<file path="src/rtl/core/bba_pkg.sv">
package bba_pkg;

	// Bitmap words are 32 blocks wide.
	localparam int WORD_W = 32;
	localparam int BIT_W = 5;
	localparam logic [WORD_W-1:0] ALL_ONES = 32'hFFFFFFFF;

	// Field widths of the request and result beats.
	localparam int BLOCK_NUM_W = 11;
	localparam int STATUS_W = 2;
	localparam int ALLOC_W = 10;
	localparam int COUNT_W = 11;

	localparam logic CMD_ALLOC = 1'b0;
	localparam logic CMD_FREE = 1'b1;

	localparam logic [STATUS_W-1:0] ST_DONE = 2'd0;
	localparam logic [STATUS_W-1:0] ST_FULL = 2'd1;
	localparam logic [STATUS_W-1:0] ST_IGNORED = 2'd2;

	// Result of the find-first-zero unit.
	typedef struct packed {
		logic found;
		logic [BIT_W-1:0] index;
	} ffz_res_t;

endpackage

</file>
<file path="src/rtl/core/block_bitmap_allocator_top.sv">
// First-fit block allocator over a bitmap memory of 32-bit words.
// Allocate reads word 0 on accept, then scans the words in order until it finds a clear bit:
// one word is read and checked per cycle by the shared find-first-zero unit.
// Free reads the word, updates it, then gives the result; an out-of-range free goes straight to the result.
// One request is in flight at a time; in_stall is high until its result beat leaves.
// After reset a clearing pass writes every word before requests are taken.
module block_bitmap_allocator_top #(
	parameter int NUM_BLOCKS = 1024
) (
	input  logic                            clk,
	input  logic                            arst_n,
	input  logic                            in_valid,
	output logic                            in_stall,
	input  logic                            command,
	input  logic [bba_pkg::BLOCK_NUM_W-1:0] block_number,
	output logic                            out_valid,
	input  logic                            out_stall,
	output logic [bba_pkg::STATUS_W-1:0]    status,
	output logic [bba_pkg::ALLOC_W-1:0]     allocated_block,
	output logic [bba_pkg::COUNT_W-1:0]     free_count
);

	// Bitmap geometry. The last word may be only partly populated; its unused
	// bits are written as ones during the clearing pass so they never look free.
	localparam int WORDS = (NUM_BLOCKS + bba_pkg::WORD_W - 1) / bba_pkg::WORD_W;
	localparam int WA_W = (WORDS > 1) ? $clog2(WORDS) : 1;
	localparam int CNT_W = $clog2(NUM_BLOCKS + 1);
	localparam int REM = NUM_BLOCKS % bba_pkg::WORD_W;
	localparam logic [bba_pkg::WORD_W-1:0] PAD_MASK =
		(REM == 0) ? '0 : (bba_pkg::ALL_ONES << REM);
	localparam logic [WA_W-1:0] LAST_WORD = WA_W'(WORDS - 1);

	// Sequencer states, one-hot.
	typedef enum logic [5:0] {
		S_CLEAR = 6'b000001,
		S_IDLE  = 6'b000010,
		S_SCAN  = 6'b000100,
		S_FREE  = 6'b001000,
		S_OUT   = 6'b010000,
		S_HOLD  = 6'b100000
	} state_t;

	state_t state_q;
	state_t state_d;

	logic [WA_W-1:0] clr_q;
	logic [WA_W-1:0] ra_q;
	logic [WA_W-1:0] dw_q;
	logic [bba_pkg::BIT_W-1:0] bit_q;
	logic [CNT_W-1:0] cnt_q;
	logic [bba_pkg::STATUS_W-1:0] status_q;
	logic [bba_pkg::ALLOC_W-1:0] alloc_q;

	// Memory port signals.
	logic mem_we;
	logic [WA_W-1:0] mem_wa;
	logic [bba_pkg::WORD_W-1:0] mem_wd;
	logic [WA_W-1:0] mem_ra;
	logic [bba_pkg::WORD_W-1:0] mem_rd;

	bba_pkg::ffz_res_t ffz;

	// Decoded request fields.
	logic in_fire;
	logic in_range;
	logic [WA_W-1:0] in_word;
	logic [bba_pkg::WORD_W-1:0] bn_ext;
	logic bit_used;

	assign in_stall = (state_q != S_IDLE);
	assign in_fire = in_valid && !in_stall;
	assign bn_ext = bba_pkg::WORD_W'(block_number);
	assign in_range = (bn_ext < bba_pkg::WORD_W'(NUM_BLOCKS));
	assign in_word = WA_W'(bn_ext >> bba_pkg::BIT_W);
	assign bit_used = mem_rd[bit_q];

	bba_bitmap_ram #(
		.WORDS(WORDS),
		.AW(WA_W)
	) u_ram (
		.clk(clk),
		.we(mem_we),
		.wr_addr(mem_wa),
		.wr_data(mem_wd),
		.rd_addr(mem_ra),
		.rd_data(mem_rd)
	);

	// The shared unit looks at whichever word the memory just returned.
	bba_ffz u_ffz (
		.word(mem_rd),
		.res(ffz)
	);

	// Read address: on accept, word 0 for an allocate or the target word for a
	// free; during a scan the address runs one word ahead of the data.
	always_comb begin
		if (state_q == S_IDLE) begin
			mem_ra = (command == bba_pkg::CMD_ALLOC) ? '0 : in_word;
		end else begin
			mem_ra = ra_q;
		end
	end

	// Write port: clearing pass, setting the bit of an allocated block, or
	// clearing the bit of a freed one.
	always_comb begin
		mem_we = 1'b0;
		mem_wa = clr_q;
		mem_wd = (clr_q == LAST_WORD) ? PAD_MASK : '0;
		unique case (state_q)
			S_CLEAR: begin
				mem_we = 1'b1;
			end
			S_SCAN: begin
				mem_we = ffz.found;
				mem_wa = dw_q;
				mem_wd = mem_rd | (bba_pkg::WORD_W'(1) << ffz.index);
			end
			S_FREE: begin
				mem_we = bit_used;
				mem_wa = dw_q;
				mem_wd = mem_rd & ~(bba_pkg::WORD_W'(1) << bit_q);
			end
			default: begin
			end
		endcase
	end

	// Next state.
	always_comb begin
		state_d = state_q;
		unique case (state_q)
			S_CLEAR: begin
				if (clr_q == LAST_WORD) begin
					state_d = S_IDLE;
				end
			end
			S_IDLE: begin
				if (in_fire) begin
					if (command == bba_pkg::CMD_ALLOC) begin
						state_d = S_SCAN;
					end else if (in_range) begin
						state_d = S_FREE;
					end else begin
						state_d = S_OUT;
					end
				end
			end
			S_SCAN: begin
				if (ffz.found || dw_q == LAST_WORD) begin
					state_d = S_OUT;
				end
			end
			S_FREE: begin
				state_d = S_OUT;
			end
			S_OUT: begin
				if (!out_stall) begin
					state_d = S_IDLE;
				end else begin
					state_d = S_HOLD;
				end
			end
			S_HOLD: begin
				if (!out_stall) begin
					state_d = S_IDLE;
				end
			end
			default: begin
				state_d = S_CLEAR;
			end
		endcase
	end

	always_ff @(posedge clk or negedge arst_n) begin
		if (!arst_n) begin
			state_q <= S_CLEAR;
			clr_q <= '0;
			cnt_q <= CNT_W'(NUM_BLOCKS);
		end else begin
			state_q <= state_d;
			if (state_q == S_CLEAR) begin
				clr_q <= clr_q + WA_W'(1);
			end
			if (state_q == S_SCAN && ffz.found) begin
				cnt_q <= cnt_q - CNT_W'(1);
			end
			if (state_q == S_FREE && bit_used) begin
				cnt_q <= cnt_q + CNT_W'(1);
			end
		end
	end

	// Datapath registers; their values only matter in the states that use them.
	always_ff @(posedge clk) begin
		unique case (state_q)
			S_IDLE: begin
				bit_q <= block_number[bba_pkg::BIT_W-1:0];
				alloc_q <= '0;
				status_q <= bba_pkg::ST_IGNORED;
				if (command == bba_pkg::CMD_ALLOC) begin
					ra_q <= (LAST_WORD == '0) ? '0 : WA_W'(1);
					dw_q <= '0;
				end else begin
					ra_q <= in_word;
					dw_q <= in_word;
				end
			end
			S_SCAN: begin
				if (ra_q != LAST_WORD) begin
					ra_q <= ra_q + WA_W'(1);
				end
				if (ffz.found) begin
					status_q <= bba_pkg::ST_DONE;
					alloc_q <= bba_pkg::ALLOC_W'({dw_q, ffz.index});
				end else if (dw_q == LAST_WORD) begin
					status_q <= bba_pkg::ST_FULL;
				end else begin
					dw_q <= dw_q + WA_W'(1);
				end
			end
			S_FREE: begin
				status_q <= bit_used ? bba_pkg::ST_DONE : bba_pkg::ST_IGNORED;
			end
			default: begin
			end
		endcase
	end

	// The result beat is held in registers until it is taken; the count shown
	// is the one left after this request.
	assign out_valid = (state_q == S_OUT) || (state_q == S_HOLD);
	assign status = status_q;
	assign allocated_block = alloc_q;
	assign free_count = bba_pkg::COUNT_W'(cnt_q);

endmodule

</file>
<file path="src/rtl/core/bba_ffz.sv">
module bba_ffz (
	input  logic [bba_pkg::WORD_W-1:0] word,
	output bba_pkg::ffz_res_t          res
);

	// Priority encoder: lowest clear bit of the word wins.
	always_comb begin
		res.found = (word != bba_pkg::ALL_ONES);
		res.index = '0;
		for (int i = bba_pkg::WORD_W - 1; i >= 0; i--) begin
			if (!word[i]) begin
				res.index = bba_pkg::BIT_W'(i);
			end
		end
	end

endmodule

</file>
<file path="src/rtl/core/bba_bitmap_ram.sv">
module bba_bitmap_ram #(
	parameter int WORDS = 32,
	parameter int AW = 5
) (
	input  logic                       clk,
	input  logic                       we,
	input  logic [AW-1:0]              wr_addr,
	input  logic [bba_pkg::WORD_W-1:0] wr_data,
	input  logic [AW-1:0]              rd_addr,
	output logic [bba_pkg::WORD_W-1:0] rd_data
);

	logic [bba_pkg::WORD_W-1:0] mem [WORDS];

	// One write port, one read port with registered read data.
	always_ff @(posedge clk) begin
		if (we) begin
			mem[wr_addr] <= wr_data;
		end
		rd_data <= mem[rd_addr];
	end

endmodule
</file>
<file path="config.mk">
export PLATFORM = sky130hd
export DESIGN_NAME = block_bitmap_allocator_top
export DESIGN_NICKNAME = d
export VERILOG_FILES = /design/src/rtl/core/bba_pkg.sv /design/src/rtl/core/block_bitmap_allocator_top.sv /design/src/rtl/core/bba_ffz.sv /design/src/rtl/core/bba_bitmap_ram.sv
export SDC_FILE = /design/constraint.sdc
export NUM_CORES = 2
export LEC_CHECK = 0
export BUFFER_PORTS_ARGS = -buffer_cell sky130_fd_sc_hd__buf_2
export CAP_MARGIN = 10
export CORE_MARGIN = 5
export CORE_UTILIZATION = 45
export DETAILED_ROUTE_END_ITERATION = 8
export HOLD_SLACK_MARGIN = 0.03
export SLEW_MARGIN = 10
export SYNTH_ARGS = -nofsm -noshare
export SYNTH_HDL_FRONTEND = slang
export SYNTH_SLANG_ARGS = --single-unit
</file>
<file path="constraint.sdc">
create_clock -name clk -period 5 [get_ports clk]
set_input_delay 1.5 -clock clk [delete_from_list [all_inputs] [get_ports clk]]
set_output_delay 1.5 -clock clk [all_outputs]
set_load 0.05 [all_outputs]
</file>
==> metrics <==
Final Instance Count excl. Fillers=4992; status=finished clean; # rows=115; IO Port Bufs=40; CP Data Required Time=5630 ps; Setup WS pre-CTS=805.5 ps; DR WL/cell=26.25 um; Antenna diodes=0; DR pass1 iterations=5; Setup crit end kind=flop; setup TNS=0 ps; commonest non-fill, non-tap cell in the layout=nand2_1; crit-path max cell delay=610 ps; I/O pin count=41; CP max-delay cell=nor4_1; Root Buffer=clkbuf_16; CTS tree=yes; top-area cell type share of the netlist area=70.68%; Max-Cap Viols=0; clock latency on the worst-skew pair=700 ps; Static Leak=17.81 nW; Die Y-Extent=325.0 um; CP top delay family=compound AO/OA/AOI/OAI gates; cells after synthesis=3508; actual slew at the worst max-slew pin=1273 ps; Core Util, Final=51.64%; yosys warns=0; vias in the first global route=27720; ys flop type=edfxtp_1; post-route ant nets=0; CP Max Fanout=15; post-synth net total=3540; CTS resizes=0; routed wire length=131.0 mm; Synth area leader=edfxtp_1; fin crit share=84.89%; layout cells sized above 1=12.58%; Global Route Usage Sum=24.18%; Cell Int Power=0.01576 W; Longest Clk Path Bufs=3; via count=29370; power per cell area=416.9 nW/um^2; Mapped Avg Cell Area=12.73 sq um; Switching Share=25.62%; antenna violations before repair=1; Core Footprint=98420 sq um; Sinks on Clock Net=1105; grt total ovfl=0; DRC Markers=0; min Tclk post-route=4244 ps; final hold violation count=0; combinational power share=9.9%; largest net degree at the start of global routing=98; Final Skew=31.08 ps; Synth area leaders=edfxtp_1 (71%), nand2_1 (9.2%), nand3_1 (3.2%); Setup CP Type=reg -> reg; Fillers=8404; Final Max Tran Viols=0; clock slew at reported path FFs=60 ps; crit-path cells=nor4_1 -> nand3b_1 -> buf_4 -> nor4_1 -> a31o_2 -> inv_1 -> fa_1 -> a21oi_1 -> o211ai_1 -> o41ai_1 -> o21ai_0 -> mux2i_1 -> xnor2_1; DR iter-0 viols=3710; vias per cell=5.883; sequential share of the synthesized area=73.35%; Synth async-reset ratio=1.991%; worst vdd ir=0.0002632 V; first-pass GRT wire length=190.1 mm; crit path launch type=flop; Starting Density=45.37%; Post-synth EDFFs=1051; Netlist cell types=71; placed instance area=47340 sq um; Sw Pwr=0.005429 W; CP bufs+invs=2; Placer Congestion=0.9378; Seq pwr share=52.4%; post-CTS setup buffers=0; die width=325.0 um; Post-Syn Area=44650 sq um; Rel. slew slack=14.05%; post-route design area=50820 sq um; CTS Hold Bufs=0; area delta synth->final=13.81%; Post-DP HPWL=74.97 mm; H-tree depth=3; worst path arrival time=4870 ps; flop and latch count out of synthesis=1105; Hold WC Path Type=reg -> reg; Post-Place Cells=4782; Final #Nets=3641; most frequent cells in the layout=nand2_1 (1088), edfxtp_1 (1051), nand3_1 (284); Final Setup Violations=0; CTS buffer count=112; Final Worst Setup Slack=755.7 ps; die area=105600 sq um; unrepaired setup endpoints after global routing=false; Fmax=235.6 MHz; Clock power frac=37.7%; cell mode on critical path=nor4_1
## cells by family after synthesis
family	count (synthesis)	synth area share, %
AO/OA/AOI/OAI	480	6.958
AND/OR/NAND/NOR	1635	15.69
multiplexers	25	0.7818
adder cells (fa/ha/maj)	16	0.4651
buffers and inverters	230	2.424
flip-flops	1105	73.35
XOR/XNOR	17	0.3334
## synth_stat cells (6+ instances only)
cell / n
mux4_2: 7
nor4_1: 7
o21ai_0: 58
mux2i_1: 9
nand2b_1: 10
nor3_1: 13
edfxtp_1: 1051
a21oi_2: 20
a32oi_1: 63
nand2_1: 1089
o31ai_1: 8
a21oi_1: 134
buf_2: 46
clkbuf_1: 120
dfrtp_1: 20
buf_6: 9
ha_1: 15
nand3_1: 285
nor2_1: 68
nand4_1: 107
nor2b_1: 10
buf_1: 18
and2_1: 15
buf_4: 19
xnor2_1: 11
and3_1: 6
o21a_1: 6
nand3b_1: 7
dfxtp_1: 32
a32o_1: 7
mux2_2: 9
a31oi_1: 136
xor2_1: 6
o211ai_1: 8
inv_1: 15
## worst paths after layout
| kind | startpoint | to | slack, ps | cells past startpoint |
|---|---|---|---|---|
| min in group asynchronous | arst_n | free_count[1]$_DFFE_PN0P_ | 780 | 1 |
| min reg2reg | free_count[10]$_DFFE_PN1P_ | free_count[10]$_DFFE_PN1P_ | 500 | 1 |
| max | state_q[4]$_DFFE_PN0P_ | free_count[10]$_DFFE_PN1P_ | 760 | 13 |
| min | free_count[10]$_DFFE_PN1P_ | free_count[10]$_DFFE_PN1P_ | 500 | 1 |
| max in group asynchronous | arst_n | state_q[0]$_DFFE_PN1P_ | 3840 | 1 |
| max reg2reg | state_q[4]$_DFFE_PN0P_ | free_count[10]$_DFFE_PN1P_ | 760 | 13 |
## per-stage QoR
step	power, W	hold WS, ps
after CTS	0.02130	499.8
after floorplan	0.01218	475.2
final	0.02119	496.7
after detailed placement	0.01338	487.8
after global routing	0.02187	527.2
after global placement	0.01335	491.6
## cell type report
cell class                 count  area, sq um  area share, %
clock buffer                 156         3090          6.081
tap                         1287         1610          3.169
multi-input combinational   2173        11210          22.07
clock inverter                54        395.4         0.7780
inverter                      16        60.06         0.1182
timing repair buffer         201         1697          3.338
sequential                  1105        32750          64.45
## flip-flops by register name, summed over array words and instances, names as in the netlist
name / count
u_ram.mem: 1024
free_count: 11
clr_q: 5
status: 2
state_q: 6
u_ram.rd_data: 32
bit_q: 5
dw_q: 5
ra_q: 5
allocated_block: 10
## per-layer routing
layer	up-vias	wire [um]	global-route usage (%)	share of wire [%]
met5	-	0	0	0
met4	0	4391	7.845	3.4
met3	233	11560	5.034	8.8
met2	1313	59520	37.37	45
met1	14670	55540	34.64	42
li1	13160	-	-	-
## power groups by stage
stage	logic [W]	registers (W)	clock network [W]
finish	0.00210	0.0111	0.00799
global route	0.00222	0.0111	0.00851
CTS	0.00211	0.0111	0.00810
detailed placement	0.00210	0.0113	0
global placement	0.00208	0.0113	0
floorplan	0.000949	0.0112	0
(Power assumes the default switching activity.)
